<file path="src/avd_pkg.sv">
`timescale 1ns / 1ps
// ----------------------------------------------------------------------------
// avd_pkg
// Shared types and constants for the stereo volume and differential DAC block.
// ----------------------------------------------------------------------------
package avd_pkg;

    // Configuration register indexes.
    localparam logic REG_OUTPUT_MODE = 1'b0;
    localparam logic REG_VOLUME      = 1'b1;

    // Output modes.
    localparam logic MODE_DIFF_SPK = 1'b0;
    localparam logic MODE_EXT_DAC  = 1'b1;

    // Volume limits and reset value.
    localparam logic [6:0] VOL_MAX   = 7'd100;
    localparam logic [6:0] VOL_RESET = 7'd50;

    // Full-scale speaker swing applied to the mono sample.
    localparam logic [7:0] SPK_MAG = 8'd254;
    localparam logic [14:0] SPK_GAIN_RESET = 15'd12700;

    // Divide by 25 through a reciprocal multiply; the numerator of the speaker
    // path stays below 2^13 and that of the DAC path below 2^20.
    localparam logic [13:0] SPK_RECIP = 14'd10486;
    localparam logic [20:0] DAC_RECIP = 21'd1342178;

    // Leg limit and mid-scale bias of the differential pair.
    localparam logic [7:0] LEG_LIM = 8'd127;
    localparam logic [8:0] LEG_MID = 9'd128;

    // Register values seen by the datapath.
    typedef struct packed {
        logic        mode;
        logic [6:0]  volume;
        logic [14:0] spk_gain;
    } avd_cfg_t;

    // Load enables of the three datapath stages.
    typedef struct packed {
        logic s1;
        logic s2;
        logic s3;
    } avd_stage_en_t;

endpackage

</file>
<file path="src/avd_cfg_regs.sv">
`timescale 1ns / 1ps
// ----------------------------------------------------------------------------
// avd_cfg_regs
// Output mode and volume registers, with the speaker gain kept precomputed.
// ----------------------------------------------------------------------------
module avd_cfg_regs
    import avd_pkg::*;
(
    input  logic       clk,
    input  logic       rst_n,
    input  logic       cfg_write_en,
    input  logic       cfg_index,
    input  logic [6:0] cfg_data,
    output avd_cfg_t   cfg
);

    logic        mode_reg;
    logic        mode_next;
    logic [6:0]  volume_reg;
    logic [6:0]  volume_next;
    logic [14:0] gain_reg;
    logic [14:0] gain_next;
    logic [6:0]  volume_clamped;

    // A volume above full scale is stored as full scale.
    assign volume_clamped = (cfg_data > VOL_MAX) ? VOL_MAX : cfg_data;

    // Register writes.
    always_comb
    begin
        mode_next   = mode_reg;
        volume_next = volume_reg;
        gain_next   = gain_reg;
        if (cfg_write_en)
        begin
            case (cfg_index)
                REG_OUTPUT_MODE:
                begin
                    mode_next = cfg_data[0];
                end
                REG_VOLUME:
                begin
                    volume_next = volume_clamped;
                    gain_next   = 15'({8'd0, volume_clamped} * {7'd0, SPK_MAG});
                end
                default:
                begin
                    mode_next = mode_reg;
                end
            endcase
        end
    end

    always_ff @(posedge clk or negedge rst_n)
    begin
        if (!rst_n)
        begin
            mode_reg   <= MODE_DIFF_SPK;
            volume_reg <= VOL_RESET;
            gain_reg   <= SPK_GAIN_RESET;
        end
        else
        begin
            mode_reg   <= mode_next;
            volume_reg <= volume_next;
            gain_reg   <= gain_next;
        end
    end

    assign cfg.mode     = mode_reg;
    assign cfg.volume   = volume_reg;
    assign cfg.spk_gain = gain_reg;

endmodule

</file>
<file path="src/avd_spk_lane.sv">
`timescale 1ns / 1ps
// ----------------------------------------------------------------------------
// avd_spk_lane
// Speaker path: mono downmix, volume scaling and split into two biased legs.
// ----------------------------------------------------------------------------
module avd_spk_lane
    import avd_pkg::*;
(
    input  logic               clk,
    input  avd_stage_en_t      en,
    input  logic signed [15:0] a,
    input  logic signed [15:0] b,
    input  logic [14:0]        gain,
    output logic [7:0]         pos_leg,
    output logic [7:0]         neg_leg
);

    logic [16:0] sum;
    logic [15:0] avg;
    logic [15:0] avg_mag;

    logic [29:0] s1_prod_reg;
    logic [29:0] s1_prod_next;
    logic        s1_neg_reg;

    logic [26:0] recip_prod;
    logic [7:0]  s2_quot_reg;
    logic [7:0]  s2_quot_next;
    logic        s2_neg_reg;

    logic [7:0]  excess;
    logic [8:0]  pos_wide;
    logic [8:0]  neg_wide;
    logic [7:0]  s3_pos_reg;
    logic [7:0]  s3_neg_reg;

    // Stage 1: average by arithmetic shift, then magnitude times gain.
    assign sum          = {a[15], a} + {b[15], b};
    assign avg          = sum[16:1];
    assign avg_mag      = avg[15] ? 16'(~avg + 16'd1) : avg;
    assign s1_prod_next = 30'({15'd0, avg_mag} * {16'd0, gain});

    always_ff @(posedge clk)
    begin
        if (en.s1)
        begin
            s1_prod_reg <= s1_prod_next;
            s1_neg_reg  <= avg[15];
        end
    end

    // Stage 2: divide by 2^17 by shift, then by 25 by reciprocal multiply.
    assign recip_prod   = {14'd0, s1_prod_reg[29:17]} * {13'd0, SPK_RECIP};
    assign s2_quot_next = recip_prod[25:18];

    always_ff @(posedge clk)
    begin
        if (en.s2)
        begin
            s2_quot_reg <= s2_quot_next;
            s2_neg_reg  <= s1_neg_reg;
        end
    end

    // Stage 3: saturate the positive leg and move the excess to the negative leg.
    assign excess = s2_quot_reg - LEG_LIM;

    always_comb
    begin
        if (s2_quot_reg > LEG_LIM)
        begin
            if (s2_neg_reg)
            begin
                pos_wide = 9'd1;
                neg_wide = LEG_MID + {1'b0, excess};
            end
            else
            begin
                pos_wide = 9'd255;
                neg_wide = LEG_MID - {1'b0, excess};
            end
        end
        else
        begin
            pos_wide = s2_neg_reg ? (LEG_MID - {1'b0, s2_quot_reg})
                                  : (LEG_MID + {1'b0, s2_quot_reg});
            neg_wide = LEG_MID;
        end
    end

    always_ff @(posedge clk)
    begin
        if (en.s3)
        begin
            s3_pos_reg <= pos_wide[7:0];
            s3_neg_reg <= neg_wide[7:0];
        end
    end

    assign pos_leg = s3_pos_reg;
    assign neg_leg = s3_neg_reg;

endmodule

</file>
<file path="src/avd_dac_lane.sv">
`timescale 1ns / 1ps
// ----------------------------------------------------------------------------
// avd_dac_lane
// External DAC path for one channel: sample times volume divided by 100.
// ----------------------------------------------------------------------------
module avd_dac_lane
    import avd_pkg::*;
(
    input  logic               clk,
    input  avd_stage_en_t      en,
    input  logic signed [15:0] sample,
    input  logic [6:0]         volume,
    output logic [15:0]        word
);

    logic [15:0] mag;
    logic [21:0] s1_prod_reg;
    logic [21:0] s1_prod_next;
    logic        s1_neg_reg;

    logic [30:0] s2_lo_reg;
    logic [30:0] s2_lo_next;
    logic [30:0] s2_hi_reg;
    logic [30:0] s2_hi_next;
    logic        s2_neg_reg;

    logic [40:0] full;
    logic [15:0] s3_quot_reg;
    logic        s3_neg_reg;

    // Stage 1: magnitude times volume; truncation toward zero works on magnitudes.
    assign mag          = sample[15] ? 16'(~sample + 16'sd1) : 16'(sample);
    assign s1_prod_next = 22'({7'd0, mag} * {16'd0, volume});

    always_ff @(posedge clk)
    begin
        if (en.s1)
        begin
            s1_prod_reg <= s1_prod_next;
            s1_neg_reg  <= sample[15];
        end
    end

    // Stage 2: divide by 4 by shift; the multiply by the reciprocal of 25 is
    // split into two partial products on the low and high halves.
    assign s2_lo_next = {21'd0, s1_prod_reg[11:2]} * {10'd0, DAC_RECIP};
    assign s2_hi_next = {21'd0, s1_prod_reg[21:12]} * {10'd0, DAC_RECIP};

    always_ff @(posedge clk)
    begin
        if (en.s2)
        begin
            s2_lo_reg  <= s2_lo_next;
            s2_hi_reg  <= s2_hi_next;
            s2_neg_reg <= s1_neg_reg;
        end
    end

    // Stage 3: combine the partial products and take the quotient.
    assign full = {s2_hi_reg, 10'd0} + {10'd0, s2_lo_reg};

    always_ff @(posedge clk)
    begin
        if (en.s3)
        begin
            s3_quot_reg <= full[40:25];
            s3_neg_reg  <= s2_neg_reg;
        end
    end

    // Restore the sign; the magnitude never exceeds 32768.
    assign word = s3_neg_reg ? 16'(~s3_quot_reg + 16'd1) : s3_quot_reg;

endmodule

</file>
<file path="src/audio_volume_differential_dac.sv">
`timescale 1ns / 1ps
// ----------------------------------------------------------------------------
// audio_volume_differential_dac
// Stereo frame volume stage for a differential speaker DAC or an external DAC.
//
// Usage:
// One frame (first_sample, second_sample, frame_last) is a transaction on the
// input channel (in_valid, in_stall); one result (first_word, second_word,
// last) is a transaction on the output channel (out_valid, out_stall).
// In speaker mode the frame is mixed to mono, scaled by volume and split into
// a positive leg and a negative leg around mid-scale. In external DAC mode
// each sample is scaled by volume on its own.
// The pipeline has five register stages: input, three datapath stages and
// the output register. Throughput is one frame per cycle, set by the
// pipelined multipliers, as long as no output stall holds the pipeline.
// A stall on the output holds the output register; each stage still fills
// while the stage after it is empty, so the input stalls only once every
// stage holds a frame.
// Reset empties the pipeline and sets speaker mode and a volume of 50.
// Configuration is written through cfg_write_en, cfg_index and cfg_data.
// ----------------------------------------------------------------------------
module audio_volume_differential_dac
    import avd_pkg::*;
(
    input  logic               clk,
    input  logic               rst_n,
    input  logic               cfg_write_en,
    input  logic               cfg_index,
    input  logic [6:0]         cfg_data,
    input  logic               in_valid,
    output logic               in_stall,
    input  logic signed [15:0] first_sample,
    input  logic signed [15:0] second_sample,
    input  logic               frame_last,
    output logic               out_valid,
    input  logic               out_stall,
    output logic [15:0]        first_word,
    output logic [15:0]        second_word,
    output logic               last
);

    avd_cfg_t      cfg;
    avd_stage_en_t en;

    logic v0_reg;
    logic v0_next;
    logic v1_reg;
    logic v1_next;
    logic v2_reg;
    logic v2_next;
    logic v3_reg;
    logic v3_next;
    logic ov_reg;
    logic ov_next;
    logic rdy0;
    logic rdy1;
    logic rdy2;
    logic rdy3;
    logic rdy_out;

    logic signed [15:0] a_reg;
    logic signed [15:0] b_reg;
    logic               last0_reg;
    logic               last1_reg;
    logic               last2_reg;
    logic               last3_reg;
    logic [15:0]        first_word_reg;
    logic [15:0]        first_word_next;
    logic [15:0]        second_word_reg;
    logic [15:0]        second_word_next;
    logic               last_out_reg;

    logic [7:0]  pos_leg;
    logic [7:0]  neg_leg;
    logic [15:0] dac_first;
    logic [15:0] dac_second;

    avd_cfg_regs u_cfg (
        .clk          (clk),
        .rst_n        (rst_n),
        .cfg_write_en (cfg_write_en),
        .cfg_index    (cfg_index),
        .cfg_data     (cfg_data),
        .cfg          (cfg)
    );

    // A stage takes new data when it is empty or the stage after it moves on.
    assign rdy_out  = !ov_reg || !out_stall;
    assign rdy3     = !v3_reg || rdy_out;
    assign rdy2     = !v2_reg || rdy3;
    assign rdy1     = !v1_reg || rdy2;
    assign rdy0     = !v0_reg || rdy1;
    assign in_stall = !rdy0;

    assign en.s1 = rdy1 && v0_reg;
    assign en.s2 = rdy2 && v1_reg;
    assign en.s3 = rdy3 && v2_reg;

    // Valid bits of the pipeline.
    always_comb
    begin
        v0_next = rdy0    ? in_valid : v0_reg;
        v1_next = rdy1    ? v0_reg   : v1_reg;
        v2_next = rdy2    ? v1_reg   : v2_reg;
        v3_next = rdy3    ? v2_reg   : v3_reg;
        ov_next = rdy_out ? v3_reg   : ov_reg;
    end

    always_ff @(posedge clk or negedge rst_n)
    begin
        if (!rst_n)
        begin
            v0_reg <= 1'b0;
            v1_reg <= 1'b0;
            v2_reg <= 1'b0;
            v3_reg <= 1'b0;
            ov_reg <= 1'b0;
        end
        else
        begin
            v0_reg <= v0_next;
            v1_reg <= v1_next;
            v2_reg <= v2_next;
            v3_reg <= v3_next;
            ov_reg <= ov_next;
        end
    end

    // Input register.
    always_ff @(posedge clk)
    begin
        if (in_valid && rdy0)
        begin
            a_reg     <= first_sample;
            b_reg     <= second_sample;
            last0_reg <= frame_last;
        end
    end

    // End-of-buffer mark travels beside the datapath.
    always_ff @(posedge clk)
    begin
        if (en.s1)
        begin
            last1_reg <= last0_reg;
        end
        if (en.s2)
        begin
            last2_reg <= last1_reg;
        end
        if (en.s3)
        begin
            last3_reg <= last2_reg;
        end
    end

    avd_spk_lane u_spk (
        .clk     (clk),
        .en      (en),
        .a       (a_reg),
        .b       (b_reg),
        .gain    (cfg.spk_gain),
        .pos_leg (pos_leg),
        .neg_leg (neg_leg)
    );

    avd_dac_lane u_dac_first (
        .clk    (clk),
        .en     (en),
        .sample (a_reg),
        .volume (cfg.volume),
        .word   (dac_first)
    );

    avd_dac_lane u_dac_second (
        .clk    (clk),
        .en     (en),
        .sample (b_reg),
        .volume (cfg.volume),
        .word   (dac_second)
    );

    // Output selection by mode.
    always_comb
    begin
        case (cfg.mode)
            MODE_EXT_DAC:
            begin
                first_word_next  = dac_first;
                second_word_next = dac_second;
            end
            default:
            begin
                first_word_next  = {neg_leg, 8'd0};
                second_word_next = {pos_leg, 8'd0};
            end
        endcase
    end

    // Output register.
    always_ff @(posedge clk)
    begin
        if (rdy_out && v3_reg)
        begin
            first_word_reg  <= first_word_next;
            second_word_reg <= second_word_next;
            last_out_reg    <= last3_reg;
        end
    end

    assign out_valid   = ov_reg;
    assign first_word  = first_word_reg;
    assign second_word = second_word_reg;
    assign last        = last_out_reg;

endmodule

</file>
<file path="config.mk">
export PLATFORM = sky130hd
export DESIGN_NAME = audio_volume_differential_dac
export DESIGN_NICKNAME = d
export VERILOG_FILES = /design/src/avd_pkg.sv /design/src/avd_cfg_regs.sv /design/src/avd_spk_lane.sv /design/src/avd_dac_lane.sv /design/src/audio_volume_differential_dac.sv
export SDC_FILE = /design/constraint.sdc
export NUM_CORES = 2
export LEC_CHECK = 0
export BUFFER_PORTS_ARGS = -buffer_cell sky130_fd_sc_hd__buf_4
export CAP_MARGIN = 5
export CORE_ASPECT_RATIO = 0.6
export CORE_MARGIN = 4
export CORE_UTILIZATION = 55
export CTS_BUF_LIST = sky130_fd_sc_hd__clkbuf_4 sky130_fd_sc_hd__clkbuf_8 sky130_fd_sc_hd__clkbuf_16
export CTS_CLUSTER_DIAMETER = 100
export CTS_CLUSTER_SIZE = 12
export DETAILED_ROUTE_END_ITERATION = 6
export HOLD_SLACK_MARGIN = 0.03
export PLACE_DENSITY_LB_ADDON = 0.25
export SYNTH_ARGS = -nofsm -noshare
export SYNTH_HDL_FRONTEND = slang
export SYNTH_HIERARCHICAL = 1
export SYNTH_SLANG_ARGS = --single-unit
</file>
<file path="constraint.sdc">
create_clock -name clk -period 9.7 [get_ports clk]
set_clock_uncertainty 0.1 [all_clocks]
set_input_delay 0 -clock clk [delete_from_list [all_inputs] [get_ports clk]]
set_output_delay 0 -clock clk [all_outputs]
set_load 0.01 [all_outputs]
</file>
==> impl_results.md <==
- Post-route minimum period: 9.216 ns
- Initial antenna violation count: 1
- WL final: 102.4 mm
- Storage cell area: 9251 µm²
- Syn avg cell area: 10.27 µm²
- Postcts setup bufs: 0
- Setup TNS: 0 ns
- Max-Cap Viols: 0
- Post-Syn Area: 45270 µm²
- Met1 WL: 53.03 mm
- Worst Path Max Fanout: 11
- Most used cell, CP: fa_1
- TritonCTS buffer count: 30
- Core box area: 81480 µm²
- Detailed-route DRC error count: 0
- Slowest-stage cell, CP: or3_1
- Port bufs: 80
- DRT iter0 DRCs: 2288
- Antenna-violating nets left: 0
- Area occupied by multi-input gates: 32590 µm²
- Mapped Cells: 4407
- Worst r2r src: a_reg[0]
- CTS Sinks: 312
- First-pass GRT wire length: 168.2 mm
- Ports: 81
- Inserted Diodes: 0
- Hold_ws: 0.07271 ns
- Setup ws final: 0.4838 ns
- Async SR Flop Fraction: 8.333%
- Startpoint Class: flop
- Reg2reg path depth: 31
- Syn Nets: 5734
- Clk pin slew, worst setup/hold paths: 0.07 ns
- Worst skew pair latency: 0.63 ns
- Fill cells: 6860
- Via Count: 30850
- Nets: 5882
- Period utilisation layout: 95.01%
- Vias/cell: 5.452
- Pre-CTS WS: 0.4943 ns
- # rows: 81
- Die Area: 87120 µm²
- Slew of the pin with the lowest slew margin: 1.159 ns
- Post-synthesis sequential element count: 312
- WP data required: 10.09 ns
- Hold Crit Depth: 3
- Max Freq: 108.5 MHz
- R2R Path End: u_spk/s1_prod_reg[26]
- CP Capture Type: flop
- EDFF count, synth: 286
- HP Class: in2reg
- Hold Violations, Final: 0
- Die W: 378.4 µm
- Number of global-route vias before repair: 31060
- Yosys warns: 6
- GRT Total Usage: 24.17%
- Synth cell types: 103
- Max Slew Vio Count: 0
- Drt first pass iters: 6
- Layout area overhead: 8.255%
- Routed length on met2: 38.15 mm
- H-tree levels: 1
- CP Class: reg2reg
- R2r setup slk: 0.48 ns
- Initial core utilization: 55.56%
- Hpwl dp: 82.70 mm
- Worst relative slew slack: 22.74%
- Sequential area share after synthesis: 20.43%
- CTS tree: built
- Status: complete, no violations
- DR WL/cell: 18.10 µm
- Met3 wire len: 9.861 mm
- CP peak stage delay: 0.56 ns
- Synth area leaders: fa_1 26%, ha_1 19%, edfxtp_1 19%, inv_1 6.9%, xnor2_1 3.3%
- Hold worst-path end: out_valid
- Die height: 230.2 µm
- Layout cell share with drive strength beyond 1: 5.722%
- Leading area contributor after synthesis: fa_1
- Grt total ovfl: 0
- Main synth FF type: edfxtp_1
- Clock Tree Buf Depth: 3
- Largest net degree at the start of global routing: 58
- Worst path arrival time: 9.60 ns
- Yosys top cell area share: 26.18%
- Clock root buffer: clkbuf_16
- RSZ-0062 raised after global routing: false
- Top layer in use: met5
- Min-delay src: out_stall
- Final setup vio count: 0
- Routability congestion estimate: 0.9256
through the flow:
stage / cells / utilization, % / cell area (µm²)
after floorplan: 4407 / - / 45270
after global placement: 5509 / 57.79 / 47090
after detailed placement: 5509 / 57.79 / 47090
after CTS: 5658 / 60.12 / 48990
after global routing: 5658 / 60.15 / 49010
final: 5658 / 60.15 / 49010
how the worst max path moves through the flow:
| stage | from | end | slack (ns) | cells past startpoint |
|---|---|---|---|---|
| final | a_reg[0] | u_spk/s1_prod_reg[26] | 0.48 | 31 |
| after global routing | a_reg[0] | u_spk/s1_prod_reg[26] | 0.01 | 31 |
| after CTS | a_reg[0] | u_spk/s1_prod_reg[26] | 0.44 | 30 |
| after detailed placement | a_reg[0] | u_spk/s1_prod_reg[26] | 0.49 | 30 |
| after global placement | a_reg[0] | u_spk/s1_prod_reg[23] | 0.73 | 30 |
| after floorplan | a_reg[0] | u_spk/s1_prod_reg[26] | 1.38 | 31 |
cell families after synthesis:
family	synth area share, %
mux	0.5444
flops	20.43
compound gates	8.628
simple gates	12.25
xor+xnor	5.196
other cells	0.008283
buf+inv	7.724
fa+ha+maj	45.22
Yosys cell counts (all sizes together), types with 50 or more instances:
master,instances
o21ai,107
xnor2,173
and2,185
a21o,80
nand2,278
nand3,50
nor3,55
ha,689
a21oi,147
nand2b,61
nor2,125
fa,592
inv,829
nor2b,149
edfxtp,286
xor2,93
clkbuf,65
metal layers:
layer,vias to the layer above,track usage [%]
li1,14810,-
met1,14940,39.97
met2,1022,31.63
met3,78,6.538
met4,2,3.033
met5,-,0.9989
layout by cell type, fill, tap and decap left out, types with 8 or more instances in the layout:
| cell type | count |
|---|---|
| dfstp_2 | 10 |
| nor2_1 | 125 |
| nand4_1 | 14 |
| o21a_1 | 29 |
| edfxtp_1 | 286 |
| dlygate4sd3_1 | 93 |
| clkbuf_16 | 30 |
| clkbuf_4 | 23 |
| and3_1 | 29 |
| o21ai_1 | 8 |
| buf_4 | 107 |
| nand3_1 | 50 |
| a2111oi_0 | 10 |
| xor2_1 | 93 |
| ha_1 | 689 |
| nand2b_1 | 60 |
| xnor2_1 | 168 |
| mux2_2 | 21 |
| or2_2 | 13 |
| inv_1 | 828 |
| a21boi_0 | 8 |
| a31oi_1 | 17 |
| fa_1 | 592 |
| or3_1 | 20 |
| a211oi_1 | 20 |
| nand2_1 | 276 |
| nor3_1 | 55 |
| o31ai_1 | 27 |
| o21bai_1 | 18 |
| o211ai_1 | 16 |
| and2_1 | 183 |
| dfrtp_1 | 16 |
| a21o_1 | 77 |
| a21oi_1 | 145 |
| o21ai_0 | 98 |
| nor2b_1 | 148 |
area by class of cell:
cell class | count | area share [%]
timing repair buffer | 200 | 3.538
clock inverter | 3 | 0.09446
sequential | 312 | 18.88
multi-input combinational | 3182 | 66.50
inverter | 829 | 6.349
clock buffer | 53 | 1.884
tap | 1079 | 2.755
worst max-delay path: cells and delay by family (launching register included):
kind | cells | cell delay (ns)
adders and majority gates | 8 | 3.52
and+or+nand+nor | 9 | 2.07
AOI/OAI and AO/OA | 7 | 1.68
buffers and inverters | 6 | 0.76
DFF | 1 | 0.55
xor gates and xnor gates | 1 | 0.37
repair_timing:
item / CTS / global route
gates resized for setup: 0 / 3
endpoints found under the setup margin: 0 / 3
endpoints found under the hold margin: 119 / 0
hold buffers: 93 / 0
Power is left out: the tool's default activity adds up to more than one toggle a clock period on the data nets, which glitch-free logic cannot reach.
